<file path="config.mk">
export PLATFORM = sky130hd
export DESIGN_NAME = pnm_header_parser
export DESIGN_NICKNAME = d
export VERILOG_FILES = /design/src/hdl/pnmhp_pkg.sv /design/src/hdl/pnm_header_parser.sv
export SDC_FILE = /design/constraint.sdc
export NUM_CORES = 1
export LEC_CHECK = 0
export BUFFER_PORTS_ARGS = -buffer_cell sky130_fd_sc_hd__buf_2
export CAP_MARGIN = 20
export CORE_ASPECT_RATIO = 0.9
export CORE_MARGIN = 1
export CORE_UTILIZATION = 60
export DETAILED_ROUTE_END_ITERATION = 6
export GPL_ROUTABILITY_DRIVEN = 0
export GPL_TIMING_DRIVEN = 0
export HOLD_SLACK_MARGIN = 0.06
export PLACE_DENSITY = 0.86
export SLEW_MARGIN = 20
export SYNTH_ARGS = -nofsm -noshare
export SYNTH_HDL_FRONTEND = slang
export SYNTH_SLANG_ARGS = --single-unit
</file>
<file path="constraint.sdc">
create_clock -name clk -period 9.2 [get_ports clk]
set_input_delay 0.92 -clock clk [delete_from_list [all_inputs] [get_ports clk]]
set_output_delay 0.92 -clock clk [all_outputs]
set_load 0.005 [all_outputs]
</file>
<file path="src/hdl/pnmhp_pkg.sv">
// ----------------------------------------------------------------------------
// pnmhp_pkg
// Shared types and character codes for the binary PNM header parser.
// ----------------------------------------------------------------------------
package pnmhp_pkg;

	// Default accumulator width in bits (legal range 8 to 32)
	localparam int NUMBER_BITS_DEF = 31;

	// Width of every numeric result field
	localparam int FIELD_W = 31;

	// Character codes
	localparam logic [7:0] CH_P     = 8'h50;
	localparam logic [7:0] CH_4     = 8'h34;
	localparam logic [7:0] CH_6     = 8'h36;
	localparam logic [7:0] CH_0     = 8'h30;
	localparam logic [7:0] CH_9     = 8'h39;
	localparam logic [7:0] CH_HASH  = 8'h23;
	localparam logic [7:0] CH_SPACE = 8'h20;
	localparam logic [7:0] CH_TAB   = 8'h09;
	localparam logic [7:0] CH_LF    = 8'h0A;

	// Parser phase
	typedef enum logic [3:0] {
		PH_START        = 4'd0,
		PH_LEAD_COMMENT = 4'd1,
		PH_TYPE         = 4'd2,
		PH_SKIP_W       = 4'd3,
		PH_NUM_W        = 4'd4,
		PH_SKIP_H       = 4'd5,
		PH_NUM_H        = 4'd6,
		PH_SKIP_M       = 4'd7,
		PH_NUM_M        = 4'd8
	} phase_t;

endpackage

</file>
<file path="src/hdl/pnm_header_parser.sv">
// ----------------------------------------------------------------------------
// pnm_header_parser
// Parses a binary PNM (P4/P5/P6) header one byte per item and delivers one
// result item per header: status, image kind, width, height, maxval and a
// saturation flag.
// ----------------------------------------------------------------------------
// Path: an accepted byte passes the input register, then the result register.
// Throughput: one byte per cycle unless a result finds the output register full.
// The parser state updates once per byte.
// Reset: arst_n clears the parser state and both registers' valid flags;
//        after every result the parser returns to its reset state.
// ----------------------------------------------------------------------------
module pnm_header_parser #(
	parameter int NUMBER_BITS = pnmhp_pkg::NUMBER_BITS_DEF
) (
	input  logic        clk,
	input  logic        arst_n,

	input  logic        s_axis_tvalid,
	output logic        s_axis_tready,
	input  logic [7:0]  s_axis_tdata,   // [7:0] data_byte
	input  logic        s_axis_tlast,   // end_of_stream

	output logic        m_axis_tvalid,
	input  logic        m_axis_tready,
	output logic [95:0] m_axis_tdata,   // [1:0] image_kind, [32:2] width,
	                                    // [63:33] height, [94:64] max_value,
	                                    // [95] saturated
	output logic        m_axis_tuser    // status
);

	import pnmhp_pkg::*;

	// Accumulator is capped at the result field width
	localparam int ACC_W = (NUMBER_BITS > FIELD_W) ? FIELD_W : NUMBER_BITS;
	localparam int MAC_W = ACC_W + 4;

	// Input register
	logic             valid_s1;
	logic [7:0]       byte_s1;
	logic             eos_s1;

	// Parser state
	phase_t           phase_q, phase_d;
	logic             in_comment_q, in_comment_d;
	logic [ACC_W-1:0] acc_q, acc_d;
	logic [ACC_W-1:0] width_val_q, width_val_d;
	logic [ACC_W-1:0] height_val_q, height_val_d;
	logic [1:0]       kind_q, kind_d;
	logic             ovf_q, ovf_d;

	// Result register
	logic             out_valid_q;
	logic             status_q;
	logic [1:0]       kind_out_q;
	logic [FIELD_W-1:0] width_out_q, height_out_q, max_out_q;
	logic             sat_out_q;

	// Step control
	logic             emit, emit_ok;
	logic             out_free, s1_fire;
	logic             is_digit;
	logic [3:0]       digit;
	logic [MAC_W-1:0] mac;
	logic             mac_sat;
	logic             skip_ok, skip_comment, skip_digit;
	logic             is_blank;

	// Result fields
	logic             res_status;
	logic [1:0]       res_kind;
	logic [FIELD_W-1:0] res_width, res_height, res_max;
	logic             res_sat;

	// Byte classification
	assign is_digit = !eos_s1 && (byte_s1 >= CH_0) && (byte_s1 <= CH_9);
	assign digit    = byte_s1[3:0];
	assign is_blank = (byte_s1 == CH_SPACE) || (byte_s1 == CH_TAB) || (byte_s1 == CH_LF);

	// Multiply-by-ten accumulate with saturation
	assign mac     = MAC_W'(acc_q) * MAC_W'(10) + MAC_W'(digit);
	assign mac_sat = |mac[MAC_W-1:ACC_W];

	// Separator and comment handling shared by the skip phases and the number ends
	always_comb begin
		skip_ok      = 1'b0;
		skip_comment = in_comment_q;
		skip_digit   = 1'b0;
		if (in_comment_q) begin
			skip_ok = !eos_s1;
			if (!eos_s1 && byte_s1 == CH_LF)
				skip_comment = 1'b0;
		end else if (!eos_s1) begin
			if (is_blank) begin
				skip_ok = 1'b1;
			end else if (byte_s1 == CH_HASH) begin
				skip_ok      = 1'b1;
				skip_comment = 1'b1;
			end else if (is_digit) begin
				skip_ok    = 1'b1;
				skip_digit = 1'b1;
			end
		end
	end

	// Next state
	always_comb begin
		phase_d      = phase_q;
		in_comment_d = in_comment_q;
		acc_d        = acc_q;
		width_val_d  = width_val_q;
		height_val_d = height_val_q;
		kind_d       = kind_q;
		ovf_d        = ovf_q;
		emit         = 1'b0;
		emit_ok      = 1'b0;

		unique case (phase_q)
			PH_LEAD_COMMENT: begin
				if (eos_s1 || byte_s1 == CH_LF)
					emit = 1'b1;
			end
			PH_TYPE: begin
				if (!eos_s1 && byte_s1 >= CH_4 && byte_s1 <= CH_6) begin
					kind_d  = 2'(byte_s1 - CH_4);
					phase_d = PH_SKIP_W;
				end else begin
					emit = 1'b1;
				end
			end
			PH_SKIP_W, PH_SKIP_H, PH_SKIP_M: begin
				in_comment_d = skip_comment;
				if (!skip_ok) begin
					emit = 1'b1;
				end else if (skip_digit) begin
					acc_d = ACC_W'(digit);
					case (phase_q)
						PH_SKIP_W: phase_d = PH_NUM_W;
						PH_SKIP_H: phase_d = PH_NUM_H;
						default:   phase_d = PH_NUM_M;
					endcase
				end
			end
			PH_NUM_W, PH_NUM_H, PH_NUM_M: begin
				if (is_digit) begin
					// Accumulate, clamp at the top value
					if (mac_sat) begin
						acc_d = '1;
						ovf_d = 1'b1;
					end else begin
						acc_d = mac[ACC_W-1:0];
					end
				end else if (phase_q == PH_NUM_W) begin
					width_val_d  = acc_q;
					acc_d        = '0;
					phase_d      = PH_SKIP_H;
					in_comment_d = skip_comment;
					emit         = !skip_ok;
				end else if (phase_q == PH_NUM_H) begin
					height_val_d = acc_q;
					if (kind_q == 2'd0) begin
						emit    = 1'b1;
						emit_ok = 1'b1;
					end else begin
						acc_d        = '0;
						phase_d      = PH_SKIP_M;
						in_comment_d = skip_comment;
						emit         = !skip_ok;
					end
				end else begin
					emit    = 1'b1;
					emit_ok = 1'b1;
				end
			end
			default: begin
				// First byte; unused codes behave the same
				if (!eos_s1 && byte_s1 == CH_HASH)
					phase_d = PH_LEAD_COMMENT;
				else if (!eos_s1 && byte_s1 == CH_P)
					phase_d = PH_TYPE;
				else
					emit = 1'b1;
			end
		endcase

		// Return to the reset state after any result
		if (emit) begin
			phase_d      = PH_START;
			in_comment_d = 1'b0;
			acc_d        = '0;
			width_val_d  = '0;
			height_val_d = '0;
			kind_d       = 2'd0;
			ovf_d        = 1'b0;
		end
	end

	// Result fields
	always_comb begin
		res_status = !emit_ok;
		res_kind   = 2'd0;
		res_width  = '0;
		res_height = '0;
		res_max    = '0;
		res_sat    = 1'b0;
		if (emit_ok) begin
			res_kind   = kind_q;
			res_width  = FIELD_W'(width_val_q);
			res_height = (phase_q == PH_NUM_H) ? FIELD_W'(acc_q) : FIELD_W'(height_val_q);
			res_max    = (phase_q == PH_NUM_M) ? FIELD_W'(acc_q) : '0;
			res_sat    = ovf_q;
		end
	end

	// Handshake: a byte advances unless its result finds the output full
	assign out_free      = !out_valid_q || m_axis_tready;
	assign s1_fire       = valid_s1 && (!emit || out_free);
	assign s_axis_tready = !valid_s1 || s1_fire;

	// Input register
	always_ff @(posedge clk or negedge arst_n) begin
		if (!arst_n) begin
			valid_s1 <= 1'b0;
		end else if (s_axis_tready) begin
			valid_s1 <= s_axis_tvalid;
		end
	end

	always_ff @(posedge clk) begin
		if (s_axis_tready && s_axis_tvalid) begin
			byte_s1 <= s_axis_tdata;
			eos_s1  <= s_axis_tlast;
		end
	end

	// Parser state
	always_ff @(posedge clk or negedge arst_n) begin
		if (!arst_n) begin
			phase_q      <= PH_START;
			in_comment_q <= 1'b0;
			acc_q        <= '0;
			width_val_q  <= '0;
			height_val_q <= '0;
			kind_q       <= 2'd0;
			ovf_q        <= 1'b0;
		end else if (s1_fire) begin
			phase_q      <= phase_d;
			in_comment_q <= in_comment_d;
			acc_q        <= acc_d;
			width_val_q  <= width_val_d;
			height_val_q <= height_val_d;
			kind_q       <= kind_d;
			ovf_q        <= ovf_d;
		end
	end

	// Result register valid
	always_ff @(posedge clk or negedge arst_n) begin
		if (!arst_n) begin
			out_valid_q <= 1'b0;
		end else if (s1_fire && emit) begin
			out_valid_q <= 1'b1;
		end else if (m_axis_tready) begin
			out_valid_q <= 1'b0;
		end
	end

	// Result register payload
	always_ff @(posedge clk) begin
		if (s1_fire && emit) begin
			status_q     <= res_status;
			kind_out_q   <= res_kind;
			width_out_q  <= res_width;
			height_out_q <= res_height;
			max_out_q    <= res_max;
			sat_out_q    <= res_sat;
		end
	end

	assign m_axis_tvalid = out_valid_q;
	assign m_axis_tuser  = status_q;
	assign m_axis_tdata  = {sat_out_q, max_out_q, height_out_q, width_out_q, kind_out_q};

endmodule

</file>
After elaboration in Yosys (flattened, before gate mapping)
Index checks and enable logic that the tools add are counted.
{"block": "totals", "output_inout_bits": 99, "wordCells": 165, "ff_bits": 209, "input_bits": 13}
{"block": "classes", "n_eq_ne": 24, "mul": 1, "reduce_logical": 43, "addsub": 2, "muxes": 74, "n_lt_le_gt_ge": 4}
{"operator": "$mux 31", "n": 17}
{"operator": "$pmux 31 s2", "n": 1}
{"operator": "$mux 4", "n": 10}
{"operator": "$mux 1", "n": 39}
{"operator": "$add 35x4->35", "n": 1}
{"operator": "$mul 31x3->34 const B", "n": 1}
{"operator": "$eq 4x3->1 const B", "n": 4}
{"operator": "$eq 8x4->1 const B", "n": 2}
{"operator": "$eq 8x6->1 const B", "n": 2}
{"operator": "$ge 8x6->1 const B", "n": 2}
{"operator": "$le 8x6->1 const B", "n": 2}
{"operator": "$pmux 4 s4", "n": 1}
{"operator": "$reduce_bool 2->1", "n": 7}
{"operator": "$ne 3x3->1 const B", "n": 4}
{"operator": "$reduce_and 4->1", "n": 3}
{"operator": "$logic_and 1x1->1", "n": 10}
{"operator": "$ne 5x5->1 const B", "n": 2}
{"operator": "$reduce_and 9->1", "n": 1}
{"operator": "$eq 4x2->1 const B", "n": 2}
{"operator": "$eq 8x7->1 const B", "n": 1}
{"operator": "$ne 4x4->1 const B", "n": 2}
{"operator": "$pmux 4 s2", "n": 1}
{"operator": "$logic_not 1->1", "n": 6}
{"operator": "$logic_or 1x1->1", "n": 6}
{"operator": "16 further kinds", "n": 21}

Depth between registers and ports, before layout
{"block": "logic_depth", "word_depth": 19, "depth_mapped": 16, "mapped_depth_nobuf": 14}

Worst setup path before layout
No wires, ideal clock.
{"block": "synth_timing", "path_kind": "register to register", "startpoint": "register byte_s1[1]", "endpoint": "register height_out_q[0], enable pin", "setup_ps": 554, "path_slack_ps": 2324, "period_less_slack_ps": 6876, "path_stages_with_launch": 12, "path_buffers": 3, "arrival_ps": 6322, "cell_sequence": "edfxtp_1 clkbuf_1 o21ai_0 and4_1 clkbuf_1 a211oi_1 o31a_1 inv_1 o2111ai_1 nand2_1 clkbuf_1 nor2_1"}
{"block": "synth_between", "elab_chain_cells": 18, "word_cells_on_any_way": 38}
{"element": "start, declared", "line_no": "pnm_header_parser.sv:40", "source": "logic [7:0] byte_s1;"}
{"element": "start signal, assigned", "line_no": "pnm_header_parser.sv:231", "source": "byte_s1 <= s_axis_tdata;"}
{"element": "$ge 8x6->1", "line_no": "pnm_header_parser.sv:76", "source": "assign is_digit = !eos_s1 && (byte_s1 >= CH_0) && (byte_s1 <= CH_9);"}
{"element": "$logic_and 1x1->1 (2 in a row)", "line_no": "pnm_header_parser.sv:76"}
{"element": "$mux 1", "line_no": "pnm_header_parser.sv:99", "source": "end else if (is_digit) begin"}
{"element": "$mux 1", "line_no": "pnm_header_parser.sv:96", "source": "end else if (byte_s1 == CH_HASH) begin"}
{"element": "$mux 1", "line_no": "pnm_header_parser.sv:94", "source": "if (is_blank) begin"}
{"element": "$mux 1", "line_no": "pnm_header_parser.sv:93", "source": "end else if (!eos_s1) begin"}
{"element": "$mux 1", "line_no": "pnm_header_parser.sv:89", "source": "if (in_comment_q) begin"}
{"element": "$logic_not 1->1", "line_no": "pnm_header_parser.sv:158, pnm_header_parser.sv:168"}
{"element": "$mux 1", "line_no": "pnm_header_parser.sv:161", "source": "if (kind_q == 2'd0) begin"}
{"element": "$mux 1", "line_no": "pnm_header_parser.sv:159", "source": "end else if (phase_q == PH_NUM_H) begin"}
{"element": "$mux 1", "line_no": "pnm_header_parser.sv:153", "source": "end else if (phase_q == PH_NUM_W) begin"}
{"element": "$mux 1", "line_no": "pnm_header_parser.sv:145", "source": "if (is_digit) begin"}
{"element": "$pmux 1 s4 (*)", "line_no": "pnm_header_parser.sv:118", "source": "unique case (phase_q)"}
{"element": "$logic_not 1->1", "line_no": "pnm_header_parser.sv:217", "source": "assign s1_fire = valid_s1 && (!emit || out_free);"}
{"element": "$logic_or 1x1->1", "line_no": "pnm_header_parser.sv:217"}
{"element": "$logic_and 1x1->1", "line_no": "pnm_header_parser.sv:217"}
{"element": "$logic_and 1x1->1 (*)", "line_no": "pnm_header_parser.sv:270", "source": "if (s1_fire && emit) begin"}
{"element": "end signal, assigned", "line_no": "pnm_header_parser.sv:274", "source": "height_out_q <= res_height;"}
{"element": "end, declared", "line_no": "pnm_header_parser.sv:56", "source": "logic [FIELD_W-1:0] width_out_q, height_out_q, max_out_q;"}
Every way passes the cells marked *; elsewhere a longest branch is shown, timed or not.
A chain may end at the register's enable or synchronous reset.

Worst setup path in the final report
{"block": "layout_timing", "startpoint": "register byte_s1[1]", "endpoint": "output s_axis_tready"}
{"block": "layout_between", "elab_chain_cells": 18, "word_cells_on_any_way": 38}
{"element": "$ge 8x6->1", "line_no": "pnm_header_parser.sv:76"}
{"element": "$logic_and 1x1->1 (2 in a row)", "line_no": "pnm_header_parser.sv:76"}
{"element": "$mux 1", "line_no": "pnm_header_parser.sv:99"}
{"element": "$mux 1", "line_no": "pnm_header_parser.sv:96"}
{"element": "$mux 1", "line_no": "pnm_header_parser.sv:94"}
{"element": "$mux 1", "line_no": "pnm_header_parser.sv:93"}
{"element": "$mux 1", "line_no": "pnm_header_parser.sv:89"}
{"element": "$logic_not 1->1", "line_no": "pnm_header_parser.sv:158, pnm_header_parser.sv:168"}
{"element": "$mux 1", "line_no": "pnm_header_parser.sv:161"}
{"element": "$mux 1", "line_no": "pnm_header_parser.sv:159"}
{"element": "$mux 1", "line_no": "pnm_header_parser.sv:153"}
{"element": "$mux 1", "line_no": "pnm_header_parser.sv:145"}
{"element": "$pmux 1 s4 (*)", "line_no": "pnm_header_parser.sv:118"}
{"element": "$logic_not 1->1 (*)", "line_no": "pnm_header_parser.sv:217"}
{"element": "$logic_or 1x1->1 (*)", "line_no": "pnm_header_parser.sv:217"}
{"element": "$logic_and 1x1->1 (*)", "line_no": "pnm_header_parser.sv:217"}
{"element": "$logic_or 1x1->1 (*)", "line_no": "pnm_header_parser.sv:218", "source": "assign s_axis_tready = !valid_s1 || s1_fire;"}
{"element": "end, declared", "line_no": "pnm_header_parser.sv:20", "source": "output logic s_axis_tready,"}
Marks and branches as above.

==> impl_metrics.toml <==
[drt]
drcViolationCount = 0
vias = 9709
drt_iter0_markers = 890
ant_nets = 0
detail_route.wirelength_mm = 29.81
vias_per_cell = 6.392
drt-pass1-iter-count = 7
wl_per_cell_um = 19.62

[synth]
synth_top_cells_by_area = "edfxtp_1 27%, dfrtp_1 22%, ha_1 6.6%, a22o_1 5.0%, nand2_1 4.1%"
yosys.cell_types.count = 82
syn_nets = 1198
syn_inst = 1122
postSynthAreaPerCell_sq_um = 10.35
synth_flop_cell = "edfxtp_1"
synth_seq_cells = 209
ys_seq_area_share_pct = 49.61
syn_area_sq_um = 11610
synth_top_area_cell = "edfxtp_1"
ys_async_sr_fraction_pct = 49.28
synth_edf_count = 106
netlist.area_leader.share_pct = 27.41
yosys_warnings = 0

[global_route]
grt_pass1_vias = 9141
antenna_found_initial = 0
grt_pass1_wl_mm = 47.46
grt.overflow.total = 0
grt_usage_pct = 30.14
grt_max_degree = 62

[run]
drv_cap = 0

[power_and_ir_drop]
p_int_w = 0.001903
switching_share_pct = 37.08
power_density_nw_per_um2 = 228.7
pwr-share-comb_pct = 34.7
p_total_w = 0.003025
cellLeakagePower_nw = 5.494
p_clk_share_pct = 26.4
pwr-share-seq_pct = 38.9
vdd_drop_max_mv = 0.1592
p_switching_w = 0.001121

[place]
hpwl_mm = 21.31
io_buffers = 111
placed_cells = 1482

[sta]
finalCritPeriodShare_pct = 57.69
clock_skew_ps = 11.93
worst_pin_slew_ps = 986.8
finalSetupTns_ps = 0
setup_viol = 0
finalHoldViolCount = 0
maxSlewViolCount = 0
rsz0062_at_grt = "no"
timing.slew.headroom_pct = 33.60
fmax_mhz = 188.4
fin_crit_ps = 5307

[worst_setup_path]
max_stage_delay_ps = 530
crit_chain = "clkbuf_1 -> o21ai_0 -> and4_1 -> clkbuf_1 -> a211oi_1 -> o31a_1 -> inv_1 -> o2111ai_1 -> nand2_1 -> clkbuf_1 -> nor2_1 -> nand2_1 -> buf_2"
worstPathRequired_ps = 8280
worstPathArrival_ps = 4390
path_common_cell = "clkbuf_1"
critPathLaunchType = "flop"
worstPathMaxFanout = 10
cp_slowest_cell = "o31a_1"
end_kind = "output pin"
critPathKind = "flop to output pin"
cp_top_family = "compound AO/OA/AOI/OAI gates"
worst-path-buf-inv = 5

[final_layout]
drive_above_1_share_pct = 13.66
multiInputGateArea_sq_um = 5479
nFillCells = 1234
stdcell_count = 1519
layout_common_cells = "128 x nand2_1, 114 x buf_2, 106 x edfxtp_1"
utilization_pct = 70.94
fin_nets = 1336
layout_commonest_cell = "nand2_1"
syn_to_final_growth_pct = 13.89
layout.area.seq_sq_um = 5761
diodes = 0

[die]
die_h_um = 134.0
core_area_sq_um = 18640
die_x_um = 148.6
start_util_pct = 62.29
rows = 47
design.die.area_sq_um = 19920
ios = 112

[clock_network]
cts.path.max_buffers = 3
cts.sinks = 209
cts_resized = 0
cts_tree = "yes"
root_buffer = "clkbuf_16"
hold_buffers = 0
clk_latency_ps = 490
path_clk_slew_ps = 60
cts-htree-levels = 1
postCtsSetupRepairBufs = 0
numCtsBuffers = 21

[min_path]
hold_class = "primary input to async pin"

[status]
status = "finished, final reports clean"
-- power groups by stage --
stage	Clock (W)	Combinational, W	Sequential (W)
after global routing	0.000838	0.00116	0.00118
after detailed placement	0	0.00102	0.00119
after CTS	0.000801	0.00103	0.00117
after floorplan	0	0.000767	0.00115
after global placement	0	0.000972	0.00119
final	0.000799	0.00105	0.00118
-- metrics by stage --
step	worst slack (ps)	hold slack, ps	instance area [sq um]
4_1_cts	4013	348.6	13230
3_3_place_gp	19.35	478.8	12470
3_5_place_dp	4292	486.4	12580
2_1_floorplan	2324	464.3	11610
5_1_grt	3658	368.5	13230
6_report	3893	339.0	13230
-- path summary, 6_finish.rpt --
kind / start / to / slack [ps] / cells past startpoint
min in group clk: width_val_q[1] / width_val_q[1] / 500 / 1
hold reg to reg: width_val_q[1] / width_val_q[1] / 500 / 1
setup reg to reg: acc_q[8] / acc_q[25] / 4150 / 14
max in group asynchronous: arst_n / acc_q[25] / 8200 / 2
hold / removal: arst_n / m_axis_tvalid / 340 / 1
setup / recovery: byte_s1[1] / s_axis_tready / 3890 / 13
-- synth_stat cells, types with 4 or more instances --
master	number
and2_1	76
or3_1	9
a21o_1	14
buf_4	4
xor2_1	12
and4_1	7
nor3_1	17
nand2b_1	9
a31oi_1	27
nor2_1	42
and3_1	14
nor2b_1	12
clkbuf_1	61
inv_1	21
dfrtp_1	103
nor4_1	8
nand3b_1	5
nand3_1	14
buf_2	4
o22ai_1	8
o211ai_1	10
a22o_1	66
nand2_1	128
a21oi_1	85
edfxtp_1	106
o21ai_0	55
o31ai_1	6
o21ai_1	7
xnor2_1	24
mux2i_1	4
ha_1	61
or4_1	5
nand4_1	15
-- final cells by class --
cell class                      instances  share of cell area [%]
Tap cell                              245                   2.318
Buffer                                 73                   2.280
Multi-Input combinational cell        819                   41.43
Sequential cell                       209                   43.56
Inverter                               21                  0.5960
Timing Repair Buffer                  115                   4.967
Clock inverter                          8                  0.3500
Clock buffer                           29                   4.503
-- layer usage --
metal	routed length, um	share of wire, %	track usage [%]	vias up
li1	-	-	-	4449
met4	805	2.7	9.622	0
met2	13850	46	48.91	548
met1	12520	42	42.31	4641
met5	0	0	0	-
met3	2636	8.8	3.776	71
-- sequential cells by signal, indices dropped and copies added (netlist names) --
register / flops
eos_s1: 1
width_out_q: 31
phase_q: 4
sat_out_q: 1
ovf_q: 1
height_out_q: 31
m_axis_tvalid: 1
height_val_q: 31
max_out_q: 31
valid_s1: 1
byte_s1: 8
width_val_q: 31
acc_q: 31
kind_out_q: 2
in_comment_q: 1
m_axis_tuser: 1
kind_q: 2
-- logic make-up after synthesis --
family          Yosys count  synth area share, %
compound gates          330                19.15
buf+inv                  94                3.276
simple gates            384                17.77
fa+ha+maj                63                6.917
flops                   209                49.61
xor+xnor                 36                2.715
mux                       6               0.5710
No activity file was read; power rests on OpenSTA's default activity.
